File: src/design/ptt_pkg.sv
// Shared types and constants of the periodic task timer table.
`timescale 1ns / 1ps

package ptt_pkg;

    localparam int ID_W     = 8;
    localparam int TIME_W   = 24;
    localparam int LIFE_W   = 16;
    localparam int TOTAL_W  = 32;
    localparam int PRES_W   = 5;

    localparam logic [TIME_W-1:0] MIN_MS = TIME_W'(10);

    localparam int DEF_NUM_TASKS = 16;
    localparam int DEF_TICK_MS   = 10;

    typedef enum logic [2:0] {
        K_TICK      = 3'd0,
        K_CREATE    = 3'd1,
        K_SET_TIMES = 3'd2,
        K_RELOAD    = 3'd3,
        K_SET_STATE = 3'd4,
        K_SET_LIFE  = 3'd5,
        K_DISPATCH  = 3'd6,
        K_QUERY     = 3'd7
    } t_kind;

    // command word
    typedef struct packed {
        t_kind              kind;
        logic [ID_W-1:0]    task_id;
        logic [TIME_W-1:0]  time_ms;
        logic [TIME_W-1:0]  period_ms;
        logic               run_enable;
        logic [LIFE_W-1:0]  runs_left;
        logic               notify_on_expire;
    } t_cmd;

    // result word
    typedef struct packed {
        logic [ID_W-1:0]    out_task_id;
        logic               fired;
        logic               expired;
        logic [TIME_W-1:0]  interval_ms;
        logic [TIME_W-1:0]  remaining;
        logic               found;
        logic [TOTAL_W-1:0] tick_total;
        logic [PRES_W-1:0]  tasks_present;
        logic               last;
    } t_res;

    // operation handed from cell to cell, times already in ticks
    typedef struct packed {
        logic               valid;
        t_kind              kind;
        logic [ID_W-1:0]    id;
        logic [TIME_W-1:0]  t0;
        logic [TIME_W-1:0]  t1;
        logic               run_enable;
        logic [LIFE_W-1:0]  runs_left;
        logic               notify;
    } t_word;

    // what a cell reports in the cycle it acts
    typedef struct packed {
        logic               hit;
        logic               found;
        logic [TIME_W-1:0]  remaining;
        logic               fire;
        logic               expired;
        logic               freed;
        logic               added;
        logic [TIME_W-1:0]  period;
    } t_evt;

endpackage

File: src/design/ptt_cell.sv
// One task slot of the timer chain; applies the passing operation and forwards it.
`timescale 1ns / 1ps

module ptt_cell
    import ptt_pkg::*;
#(
    parameter int IDX = 0
) (
    input  logic  i_clk,
    input  logic  i_rst_n,
    input  logic  i_adv,
    input  t_word i_word,
    output t_word o_word,
    output t_evt  o_evt
);

    logic               r_used, n_used;
    logic [TIME_W-1:0]  r_cd, n_cd;
    logic [TIME_W-1:0]  r_per, n_per;
    logic               r_ready, n_ready;
    logic               r_run, n_run;
    logic [LIFE_W-1:0]  r_life, n_life;
    logic               r_notify, n_notify;
    t_word              r_word;

    logic act, hit;

    assign act = i_adv && i_word.valid;
    assign hit = (i_word.id == ID_W'(IDX));

    always_comb begin
        n_used   = r_used;
        n_cd     = r_cd;
        n_per    = r_per;
        n_ready  = r_ready;
        n_run    = r_run;
        n_life   = r_life;
        n_notify = r_notify;
        o_evt    = '0;
        if (act) begin
            unique case (i_word.kind)
                K_TICK: begin
                    if (r_used) begin
                        if (r_cd <= TIME_W'(1)) begin
                            n_cd    = r_per;
                            n_ready = 1'b1;
                        end else begin
                            n_cd = r_cd - TIME_W'(1);
                        end
                    end
                end
                K_CREATE: begin
                    if (hit) begin
                        o_evt.added = !r_used;
                        n_used   = 1'b1;
                        n_cd     = i_word.t0;
                        n_per    = i_word.t0;
                        n_ready  = 1'b0;
                        n_run    = 1'b1;
                        n_life   = '0;
                        n_notify = 1'b0;
                    end
                end
                K_SET_TIMES: begin
                    if (hit && r_used) begin
                        n_cd  = i_word.t0;
                        n_per = i_word.t1;
                    end
                end
                K_RELOAD: begin
                    if (hit && r_used) n_cd = r_per;
                end
                K_SET_STATE: begin
                    if (hit && r_used) n_run = i_word.run_enable;
                end
                K_SET_LIFE: begin
                    if (hit && r_used) begin
                        n_life   = i_word.runs_left;
                        n_notify = i_word.notify;
                    end
                end
                K_DISPATCH: begin
                    if (r_used && r_run && r_ready) begin
                        o_evt.fire   = 1'b1;
                        o_evt.period = r_per;
                        n_ready      = 1'b0;
                        if (r_life != '0) begin
                            n_life = r_life - LIFE_W'(1);
                            if (r_life == LIFE_W'(1)) begin
                                // last run: slot is freed
                                o_evt.freed   = 1'b1;
                                o_evt.expired = r_notify;
                                n_used   = 1'b0;
                                n_cd     = '0;
                                n_per    = '0;
                                n_run    = 1'b0;
                                n_life   = '0;
                                n_notify = 1'b0;
                            end
                        end
                    end
                end
                K_QUERY: begin
                end
                default: begin
                end
            endcase
            if (hit && i_word.kind != K_TICK && i_word.kind != K_DISPATCH) begin
                o_evt.hit       = 1'b1;
                o_evt.found     = n_used;
                o_evt.remaining = (i_word.kind == K_QUERY && r_used) ? r_cd : '0;
            end
        end
    end

    always_ff @(posedge i_clk) begin
        if (!i_rst_n) begin
            r_used       <= 1'b0;
            r_cd         <= '0;
            r_per        <= '0;
            r_ready      <= 1'b0;
            r_run        <= 1'b0;
            r_life       <= '0;
            r_notify     <= 1'b0;
            r_word.valid <= 1'b0;
        end else begin
            r_used   <= n_used;
            r_cd     <= n_cd;
            r_per    <= n_per;
            r_ready  <= n_ready;
            r_run    <= n_run;
            r_life   <= n_life;
            r_notify <= n_notify;
            if (i_adv) r_word.valid <= i_word.valid;
        end
        if (i_adv) begin
            r_word.kind       <= i_word.kind;
            r_word.id         <= i_word.id;
            r_word.t0         <= i_word.t0;
            r_word.t1         <= i_word.t1;
            r_word.run_enable <= i_word.run_enable;
            r_word.runs_left  <= i_word.runs_left;
            r_word.notify     <= i_word.notify;
        end
    end

    assign o_word = r_word;

endmodule

File: config.mk
export PLATFORM = sky130hd
export DESIGN_NAME = ptt_cell
export DESIGN_NICKNAME = d
export VERILOG_FILES = /design/src/design/ptt_pkg.sv /design/src/design/ptt_cell.sv
export SDC_FILE = /design/constraint.sdc
export NUM_CORES = 1
export LEC_CHECK = 0
export ABC_AREA = 1
export BUFFER_PORTS_ARGS = -buffer_cell sky130_fd_sc_hd__buf_2
export CORE_ASPECT_RATIO = 2
export CORE_UTILIZATION = 54
export CTS_CLUSTER_DIAMETER = 80
export DETAILED_ROUTE_END_ITERATION = 8
export PLACE_DENSITY_LB_ADDON = 0.08
export SKIP_LAST_GASP = 1
export SLEW_MARGIN = 25
export SYNTH_ARGS = -nofsm -noshare
export SYNTH_HDL_FRONTEND = slang
export SYNTH_SLANG_ARGS = --single-unit
File: constraint.sdc
create_clock -name i_clk -period 3.6 [get_ports i_clk]
set_input_delay 0.72 -clock i_clk [delete_from_list [all_inputs] [get_ports i_clk]]
set_output_delay 0.72 -clock i_clk [all_outputs]
set_load 0.02 [all_outputs]
After elaboration in Yosys (flattened, before gate mapping)
Index checks and enable logic that the tools add are counted.

Register bits after elaboration: 146. Bits of input ports: 81. Logic and storage cells: 106.

Add/subtract/negate cells: 2. Magnitude comparators: 1. Eq/ne operators: 19. Mux-type cells: 46. Reduce and logical (&&, ||, !) cells: 23.

Operators with widths (number): 24-bit two-way mux (12); 24-bit one-hot mux with 5 select lines (1); 16-bit two-way mux (5); 24-bit one-hot mux with 3 select lines (1); 54-bit two-way mux (1); 16-bit one-hot mux with 3 select lines (1); 26-bit two-way mux (1); 24-bit by 1-bit less-or-equal comparator with 1-bit output, second input constant (1); 24-bit by 1-bit subtractor with 24-bit output, second input constant (1); 7-bit AND reduction (3); 2-bit inequality test, second input constant (10); 16-bit by 1-bit == test with 1-bit output, second input constant (1); 1-bit two-way mux (16); 16-bit nonzero test (1); 16-bit by 1-bit subtractor with 16-bit output, second input constant (1); 3-bit nonzero test (5); 3-bit == test, second input constant (4); 6-bit AND reduction (2); 1-bit one-hot mux with 3 select lines (3); 9-bit AND reduction (1); 8-bit logical NOT (1); 1-bit logical AND (7); 3-bit by 2-bit == test with 1-bit output, second input constant (2); 3-bit two-way mux (2); other kinds (7) (8).

Longest topological paths before layout
Gate-level depths: netlist of run 1.

Depth in word-level cells: 7. Gate-level depth with buffers: 14.

Worst setup path before layout of run 1
OpenSTA, ideal clock, no wires.

Path type: input to output. Start: in i_word[66] in the netlist's numbering. End: out o_evt[43] in the netlist's numbering. Data arrival time: 2425 ps. Required time: 2880 ps. Setup slack: 455 ps. Stages on the path: 8. Path buffers: 1. Cell sequence: nor2_1 nand2_1 nor2_2 inv_1 nor4_2 inv_2 clkbuf_1 nor3_1.

RTL lines: start: declaration (RTL line ptt_cell.sv:12) `input t_word i_word,`; end: declaration (RTL line ptt_cell.sv:14) `output t_evt o_evt`.

==> impl_metrics.tcl, run 1 <==
set metrics [dict create \
    fin_tns_setup_ns 0 \
    ir_drop_v 0.000500 \
    start_util 0.551 \
    hold_end "r_ready" \
    min-delay-start "r_ready" \
    post-route-period-util 0.842 \
    synth_top_area_frac 0.294 \
    reg2reg_to "r_cd[5]" \
    leakage_nw 4.61 \
    fillerInstances 1356 \
    cp.required_ns 2.88 \
    synthesis.instances 1037 \
    track_usage 0.335 \
    core_mm2 0.0143 \
    synthTopCellsByArea "edfxtp_1, dfxtp_1, nand2_1" \
    first_global_vias 7333 \
    async_flop_share 0 \
    area_growth_pct 23.5 \
    placementRows 62 \
    post_cts_buffers 0 \
    antenna_found_initial 1 \
    arrival_ns 2.31 \
    maxSlewHeadroom 0.377 \
    synth_top_area_cell "edfxtp_1" \
    dr_wl_met2_um 13700 \
    wl_per_cell_um 17.2 \
    yosysWarnings 0 \
    nets 1323 \
    ys.flop_type "edfxtp_1" \
    finalSetupViolCount 0 \
    seq_power_share 0.384 \
    wl_um 24800 \
    holdPathStages 2 \
    first_pass_iters 6 \
    tritoncts "done" \
    grt_pass1_wl_um 38000 \
    cts_num_sinks 146 \
    design.die.area_mm2 0.0151 \
    die_w_um 87.4 \
    top_layer_used "met4" \
    fin_ws_ns 0.568 \
    hpwlAfterDp_um 18600 \
    p_comb_frac 0.201 \
    clk_pin_slew_worst_paths_ns 0.06 \
    met1_length_um 8790 \
    fmaxAchievable_mhz 330 \
    hold_class "register to register" \
    timing.clock.skew_ns 0.0112 \
    slew_violations 0 \
    viasPerCell 5.43 \
    antenna_left 0 \
    htree_levels 4 \
    r2r_start "r_cd[5]" \
    critPathMaxFanout 25 \
    ctsHoldBuffers 0 \
    syn_avg_cell_area_um2 7.59 \
    n_antenna_cell 0 \
    post-route-util 0.681 \
    grt_max_degree 79 \
    crit_type "input port to output pin" \
    cellInternalPower_w 0.00347 \
    grt_overflow_total 0 \
    power_density_mw_per_mm2 506 \
    worstSetupEndpointType "output pin" \
    finalCriticalPeriod_ns 3.03 \
    drt-initial-drc-count 463 \
    cts_resized 0 \
    place_congestion 0.994 \
    power.switching_w 0.00145 \
    reg2reg_slack_ns 1.06 \
    synth-seq-cells 146 \
    tightestPinTransition_ns 0.933 \
    yosysSeqAreaShare 0.469 \
    swShare 0.294 \
    io_buffer_count 212 \
    synth_edf_count 77 \
    status "complete, no violations" \
    die_y_um 173 \
    start_kind "input port" \
    synth_cell_types 40 \
    wl_met3_um 1150 \
    cts_buffer_depth 2 \
    insertion_delay_ns 0.42 \
    num_vias 7828 \
    cts_root_buf "clkbuf_16" \
    drive_gt1_frac 0.229 \
    syn-num-nets 1123 \
    io_pins 213 \
    reg2reg_depth 11 \
    maxCapViolCount 0 \
    hold_violations 0 \
    dp_slack_ns 0.586 \
    post-route-drc-count 0 \
    cts_buffers 17 \
    syn_area_mm2 0.00787 \
    grt_setup_unrepaired "no" \
    p_clk_frac 0.415 \
]
-- power groups by stage --
stage	Sequential [W]	Combinational (W)	Clock [W]
final	0.00189	0.000988	0.00204
after CTS	0.00189	0.000977	0.00206
after detailed placement	0.00192	0.000972	0
after global placement	0.00192	0.000968	0
after floorplan	0.00201	0.000570	0
after global routing	0.00190	0.00108	0.00212
-- worst max-delay path by stage --
| stage | startpoint | end | slack [ns] | cells after the start |
|---|---|---|---|---|
| 2_1_floorplan | i_word[66] | o_evt[43] | 0.45 | 8 |
| 3_3_place_gp | i_word[75] | o_evt[52] | 0.61 | 9 |
| 3_5_place_dp | i_word[75] | o_evt[38] | 0.59 | 9 |
| 4_1_cts | i_word[75] | o_evt[38] | 0.58 | 9 |
| 5_1_grt | i_word[75] | o_evt[8] | 0.43 | 11 |
| 6_report | i_word[75] | o_evt[37] | 0.57 | 9 |
-- logic make-up (layout without fill, tap and decap cells) --
logic type / after synthesis / in the layout / synth area share
flip-flops: 146 / 146 / 0.469
AO/OA/AOI/OAI: 120 / 120 / 0.0978
buffers and inverters: 148 / 361 / 0.0798
XOR/XNOR: 13 / 13 / 0.0145
adder cells (fa/ha/maj): 5 / 5 / 0.00795
AND/OR/NAND/NOR: 605 / 605 / 0.330
-- per-stage QoR --
stage | area, um2 | cells | hold WS [ns] | total power, W
final | 9720 | 1442 | 0.462 | 0.00492
after global routing | 9720 | 1442 | 0.479 | 0.00510
after CTS | 9700 | 1441 | 0.461 | 0.00493
after detailed placement | 9020 | 1409 | 0.451 | 0.00290
after global placement | 9020 | 1409 | 0.447 | 0.00289
after floorplan | 7870 | 1037 | 0.429 | 0.00259
-- layout make-up --
| type | instances | area, um2 | share of cell area |
|---|---|---|---|
| clock buffers | 17 | 425 | 0.0438 |
| clock inverters | 15 | 254 | 0.0261 |
| inverters | 106 | 400 | 0.0412 |
| multi-input cells | 743 | 3550 | 0.365 |
| flip-flops and latches | 146 | 3690 | 0.380 |
| well taps | 192 | 240 | 0.0247 |
| repair buffers | 223 | 1160 | 0.119 |
-- worst max-delay path, stage by stage --
cell    delay (ns)
buf_2         0.12
inv_2         0.10
nor2_4        0.06
inv_4         0.26
nor2_8        0.08
nor4_2        0.28
inv_2         0.27
nor3_1        0.21
buf_2         0.20
-- state kept, by name, indices dropped and copies added, names as in the netlist --
name      flops
r_used        1
r_life       16
o_word       78
r_cd         24
r_ready       1
r_run         1
r_notify      1
r_per        24
-- cell usage after synthesis (2+ instances only) --
cell type and number:
a22oi_1 22, nor2_1 170, clkbuf_1 16, inv_2 9
nor2_2 5, o21bai_1 2, nand3_1 94, o21ai_1 5
nor2_4 3, nor2_8 2, nand2_1 281, nand3_4 2
edfxtp_1 77, dfxtp_1 69, xnor2_1 6, nand2_2 3
a22o_1 22, clkinv_1 2, buf_4 3, nand4_1 14
ha_1 5, buf_6 5, xor2_1 7, a21oi_1 47
o21ai_0 16, nor3_1 25, buf_2 17, o221ai_1 2
inv_1 94, nand3b_1 2
-- layer usage --
layer  vias up  track usage
met1      3630        0.355
met3        73       0.0473
li1       3809            -
met2       316        0.613
met4         0        0.184
met5         -            0
-- layout by cell type, fill, tap and decap left out, drive strengths merged, types with 2 or more instances in the layout --
cell | Yosys | final
a21oi | 48 | 48
a22o | 22 | 22
a22oi | 22 | 22
buf | 26 | 223
bufinv | 0 | 6
clkbuf | 16 | 17
clkinv | 2 | 7
dfxtp | 69 | 69
edfxtp | 77 | 77
ha | 5 | 5
inv | 104 | 107
nand2 | 285 | 285
nand3 | 97 | 97
nand3b | 2 | 2
nand4 | 14 | 14
nor2 | 180 | 180
nor3 | 26 | 26
o21ai | 22 | 22
o21bai | 2 | 2
o221ai | 2 | 2
xnor2 | 6 | 6
xor2 | 7 | 7
(Power assumes the default switching activity.)
==> inputs of run 2 (changes only) <==
--- a/config.mk
+++ b/config.mk
@@ -8,7 +8,7 @@
 export ABC_AREA = 1
 export BUFFER_PORTS_ARGS = -buffer_cell sky130_fd_sc_hd__buf_2
 export CORE_ASPECT_RATIO = 2
-export CORE_UTILIZATION = 54
+export CORE_UTILIZATION = 48
 export CTS_CLUSTER_DIAMETER = 80
 export DETAILED_ROUTE_END_ITERATION = 8
 export PLACE_DENSITY_LB_ADDON = 0.08
==> constraint.sdc (replaced) <==
create_clock -name i_clk -period 2.52 [get_ports i_clk]
set_input_delay 0.504 -clock i_clk [delete_from_list [all_inputs] [get_ports i_clk]]
set_output_delay 0.504 -clock i_clk [all_outputs]
set_load 0.02 [all_outputs]
==> run 2 against run 1 <==
Sequential power grew 43%. Critical path depth grew 1. Critical path type unchanged. Combinational power grew 48%.
==> impl_metrics.tcl, run 2 (synthesis gave the netlist of run 1 again) <==
set metrics [dict create \
    status "complete, no violations" \
    ff_latch_area_mm2 0.00369 \
    clk_pin_slew_worst_paths_ns 0.06 \
    tritoncts "done" \
    fin_ws_ns 0.00608 \
    cp.required_ns 2.02 \
    grt_pass1_wl_um 39200 \
    viasPerCell 5.29 \
    crit_chain "buf_2, nor2_2, nand2_2, nor2_4, inv_2, nor4_4, bufinv_8, buf_6, nor3_4, buf_6" \
    start_kind "input port" \
    hold_class "input port to register" \
    hold_violations 0 \
    antenna_left 0 \
    cellInternalPower_w 0.00468 \
    antenna_found_initial 2 \
    track_usage 0.306 \
    p_clk_frac 0.377 \
    grt_overflow_total 0 \
    wl_um 25600 \
    slew_violations 0 \
    tightestPinTransition_ns 1.03 \
    finalCriticalPeriod_ns 2.51 \
    first_global_vias 7566 \
    place_area_mm2 0.00935 \
    power_density_mw_per_mm2 657 \
    core_mm2 0.0159 \
    maxCapViolCount 0 \
    first_pass_iters 6 \
    num_vias 7808 \
    cts_root_buf "clkbuf_16" \
    layout_common_cells "nand2_1, buf_2, nor2_1" \
    design.die.area_mm2 0.0169 \
    mostFrequentLayoutCell "nand2_1" \
    seq_power_share 0.404 \
    hpwlAfterDp_um 19300 \
    cts_num_sinks 146 \
    dp_slack_ns 0.0236 \
    insertion_delay_ns 0.42 \
    worstSetupEndpointType "output pin" \
    grt_max_degree 79 \
    die_w_um 92.5 \
    io_pins 213 \
    area_growth_pct 29.3 \
    largest_reg_flops 78 \
    post-route-period-util 0.998 \
    timing.clock.skew_ns 0.00874 \
    crit_path_max_incr_delay_ns 0.30 \
    fillerInstances 1533 \
    path_common_cell "buf_6" \
    nets 1346 \
    power.switching_w 0.00200 \
    fin_tns_setup_ns 0 \
    finalSetupViolCount 0 \
    drive_gt1_frac 0.266 \
    grt_setup_unrepaired "yes" \
    leakage_nw 4.77 \
    ir_drop_v 0.000567 \
    p_comb_frac 0.219 \
    multi_input_area_mm2 0.00373 \
    wl_per_cell_um 17.3 \
    ctsHoldBuffers 0 \
    start_util 0.496 \
    placementRows 65 \
    maxSlewHeadroom 0.312 \
    swShare 0.299 \
    fmaxAchievable_mhz 398 \
    critPathMaxFanout 7 \
    post-route-drc-count 0 \
    slowest_stage "nor4_4" \
    io_buffer_count 212 \
    fin_area_mm2 0.0102 \
    crit_type "input port to output pin" \
    cts_buffer_depth 2 \
    drt-initial-drc-count 476 \
    arrival_ns 2.01 \
    place_congestion 0.943 \
    die_y_um 183 \
    htree_levels 4 \
    cts_buffers 17 \
]
## run 2: cell count changes in the layout (fill, tap and decap cells not counted), moves of 7 or more
cell	before	now
buf_2	211	184
nor3_2	0	18
buf_6	0	12
buf_4	11	45
nor3_1	25	4
nor2_1	170	163
## run 2: final timing paths
kind | slack [ns] | end | startpoint | cells after the start
min | 0.26 | o_word[69] | i_word[69] | 1
max | 0.006 | o_evt[38] | i_word[71] | 10
min reg2reg | 0.46 | r_ready | r_ready | 2
max reg2reg | 0.31 | r_ready | r_cd[0] | 10
## run 2: metrics by stage
step	hold slack [ns]	std cells	total power [W]	util
after floorplan	0.429	1037	0.00370	-
after CTS	0.258	1472	0.00670	0.626
after global placement	0.445	1440	0.00418	0.590
final	0.257	1475	0.00668	0.641
after detailed placement	0.448	1440	0.00419	0.590
after global routing	0.241	1475	0.00697	0.641
## run 2: cell type report
type                    instances  share of cell area
repair buffers                246               0.147
multi-input cells             743               0.367
clock buffers                  21              0.0433
inverters                     106              0.0407
well taps                     201              0.0247
clock inverters                11              0.0135
diodes                          1            0.000246
flip-flops and latches        146               0.363
## run 2: power groups by stage
| stage | Combinational [W] | Sequential [W] | Clock (W) |
|---|---|---|---|
| global route | 0.00161 | 0.00271 | 0.00265 |
| floorplan | 0.000818 | 0.00288 | 0 |
| finish | 0.00146 | 0.00270 | 0.00252 |
| detailed placement | 0.00144 | 0.00275 | 0 |
| global placement | 0.00143 | 0.00275 | 0 |
| CTS | 0.00144 | 0.00270 | 0.00255 |
## run 2: critical path, delay by kind of cell
kind / cells / cell delay (ns)
AND/OR/NAND/NOR: 5 / 0.78
buffers and inverters: 5 / 0.72
## run 2: repair_timing
item | CTS | global route
endpoints found under the setup margin | 0 | 24
buffers inserted | 0 | 1
gates resized for setup | 0 | 57
## run 2: layer usage
layer	global-route usage	routed length, um	vias to the layer above
met5	0	13	-
li1	-	-	3851
met2	0.568	14100	286
met4	0.184	1290	2
met1	0.311	8920	3598
met3	0.0518	1210	71
==> inputs of run 3 (changes only) <==
--- a/config.mk
+++ b/config.mk
@@ -5,10 +5,9 @@
 export SDC_FILE = /design/constraint.sdc
 export NUM_CORES = 1
 export LEC_CHECK = 0
-export ABC_AREA = 1
 export BUFFER_PORTS_ARGS = -buffer_cell sky130_fd_sc_hd__buf_2
 export CORE_ASPECT_RATIO = 2
-export CORE_UTILIZATION = 48
+export CORE_UTILIZATION = 53
 export CTS_CLUSTER_DIAMETER = 80
 export DETAILED_ROUTE_END_ITERATION = 8
 export PLACE_DENSITY_LB_ADDON = 0.08
==> constraint.sdc (replaced) <==
create_clock -name i_clk -period 2.4 [get_ports i_clk]
set_input_delay 0.48 -clock i_clk [delete_from_list [all_inputs] [get_ports i_clk]]
set_output_delay 0.48 -clock i_clk [all_outputs]
set_load 0.02 [all_outputs]
==> run 3 against run 2 <==
Register-to-register slack lost 0.27 ns. Synthesized area shrank 2.6%. First-iteration DRC count grew 21%. Synthesized cell count shrank 21%. Sequential share of layout area increased by 0.18 points. Critical endpoint is now o_evt[35]. Core utilization increased by 8.4 points. Flip-flop and latch count did not move. Combinational power shrank 23%. Clock skew grew 0.0063 ns.
==> impl_metrics.tcl, run 3 <==
set metrics [dict create \
    grt_setup_unrepaired "yes" \
    leakage_nw 4.38 \
    nets 1160 \
    r2r_start "r_life[7]" \
    critPathMaxFanout 10 \
    timing.clock.skew_ns 0.0151 \
    layout_common_cells "buf_2, a21oi_1, buf_4" \
    antenna_left 0 \
    synthTopCellsByCount "a21oi_1, edfxtp_1, nor2_1, dfxtp_1, nand2_1" \
    fillerInstances 1119 \
    async_flop_share 0 \
    fin_cells 1276 \
    maxCapViolCount 0 \
    post-route-period-util 0.997 \
    drt-initial-drc-count 575 \
    first_global_vias 6645 \
    track_usage 0.300 \
    core_mm2 0.0140 \
    io_pins 213 \
    drive_gt1_frac 0.339 \
    hold_ws_ns 0.243 \
    synthesis.instances 816 \
    n_antenna_cell 0 \
    arrival_ns 1.91 \
    syn_area_mm2 0.00766 \
    first_pass_iters 5 \
    design.die.area_mm2 0.0150 \
    die_w_um 87.0 \
    antenna_found_initial 0 \
    insertion_delay_ns 0.43 \
    synth_cell_types 69 \
    syn_avg_cell_area_um2 9.39 \
    area_growth_pct 32.4 \
    tritoncts "done" \
    synth-seq-cells 146 \
    cts_num_sinks 146 \
    grt_pass1_wl_um 34400 \
    crit_type "register to output pin" \
    synth_edf_count 77 \
    wl_per_cell_um 18.1 \
    fin_tns_setup_ns 0 \
    placementRows 61 \
    synth_top_area_frac 0.302 \
    fmaxAchievable_mhz 418 \
    ir_drop_v 0.000507 \
    hold_class "input port to register" \
    grt_overflow_total 0 \
    largest_reg_flops 78 \
    worstSetupEndpointType "output pin" \
    die_y_um 172 \
    yosysWarnings 0 \
    cts_buffer_depth 2 \
    grt_max_degree 79 \
    ff_latch_area_mm2 0.00370 \
    cts_root_buf "clkbuf_16" \
    power_density_mw_per_mm2 646 \
    yosysSeqAreaShare 0.482 \
    synth.most_common_cell "a21oi_1" \
    synthTopCellsByArea "edfxtp_1, dfxtp_1, a21oi_1" \
    tightestPinTransition_ns 0.966 \
    finalCriticalPeriod_ns 2.39 \
    place_congestion 0.970 \
    p_total_w 0.00654 \
    hold_violations 0 \
    num_vias 7328 \
    finalSetupViolCount 0 \
    htree_levels 4 \
    viasPerCell 5.74 \
    clk_pin_slew_worst_paths_ns 0.07 \
    worstSetupStartpoint "r_used" \
    wl_um 23100 \
    ys.flop_type "edfxtp_1" \
    maxSlewHeadroom 0.356 \
    status "complete, no violations" \
    slew_violations 0 \
    start_kind "register" \
    synth_top_area_cell "edfxtp_1" \
    start_util 0.548 \
    syn-num-nets 902 \
    cts_buffers 17 \
    multi_input_area_mm2 0.00373 \
    post-route-drc-count 0 \
    hpwlAfterDp_um 16100 \
    io_buffer_count 212 \
    cp.required_ns 1.92 \
    min-delay-start "i_word[37]" \
    place_inst 1226 \
    mostFrequentLayoutCell "buf_2" \
]
## run 3: layout make-up
cell class	instances	share of cell area
clock buffer	18	0.0423
clock inverter	14	0.0143
inverter	12	0.00444
multi-input combinational	597	0.368
sequential	146	0.365
tap	189	0.0233
timing repair buffer	300	0.183
## run 3: routing by layer
layer | up-vias | routed length (um) | track usage
li1 | 3526 | - | -
met1 | 3426 | 8580 | 0.335
met2 | 305 | 12300 | 0.544
met3 | 71 | 1180 | 0.0449
met4 | 0 | 973 | 0.151
met5 | - | 0 | 0
## run 3: worst max-delay path: stages, from the launching register on
cell and delay [ns]:
dfxtp_1 0.34, buf_4 0.16, nand4_1 0.19, nor3_4 0.22
buf_6 0.15, buf_6 0.14, and2_1 0.13, buf_2 0.15
## run 3: power breakdown
part | internal [W] | switching [W] | total, W
clock | 0.00146 | 0.00116 | 0.00262
combinational | 0.000420 | 0.000710 | 0.00113
sequential | 0.00276 | 0.0000372 | 0.00279
## run 3: final timing paths
| check | end | slack (ns) | cells past startpoint |
|---|---|---|---|
| worst max-delay path | o_evt[35] | 0.007 | 7 |
| worst max register to register | r_cd[0] | 0.04 | 9 |
| worst min-delay path | o_word[37] | 0.24 | 1 |
| worst min register to register | r_notify | 0.47 | 2 |
## run 3: cells by family after synthesis
logic type | after synthesis | share of synthesized area
AO/OA/AOI/OAI | 234 | 0.194
XOR/XNOR | 24 | 0.0274
adder cells (fa/ha/maj) | 5 | 0.00817
buffers and inverters | 74 | 0.0490
flip-flops | 146 | 0.482
multiplexers | 26 | 0.0343
AND/OR/NAND/NOR | 307 | 0.205
## run 3: per-stage QoR
stage | util | setup WS [ns] | area, um2
after detailed placement | 0.662 | -0.118 | 9250
after global placement | 0.662 | -0.0617 | 9250
after CTS | 0.710 | -0.00586 | 9910
after floorplan | - | 0.00819 | 7680
final | 0.726 | 0.00684 | 10100
after global routing | 0.726 | -0.0726 | 10100
## run 3: repair_timing
item,4_1_cts,5_1_grt
buffers inserted,5,9
resized for setup,6,34
cloned,1,3
hold buffers,0,0
pin swaps,3,9
endpoints found under the setup margin,21,70
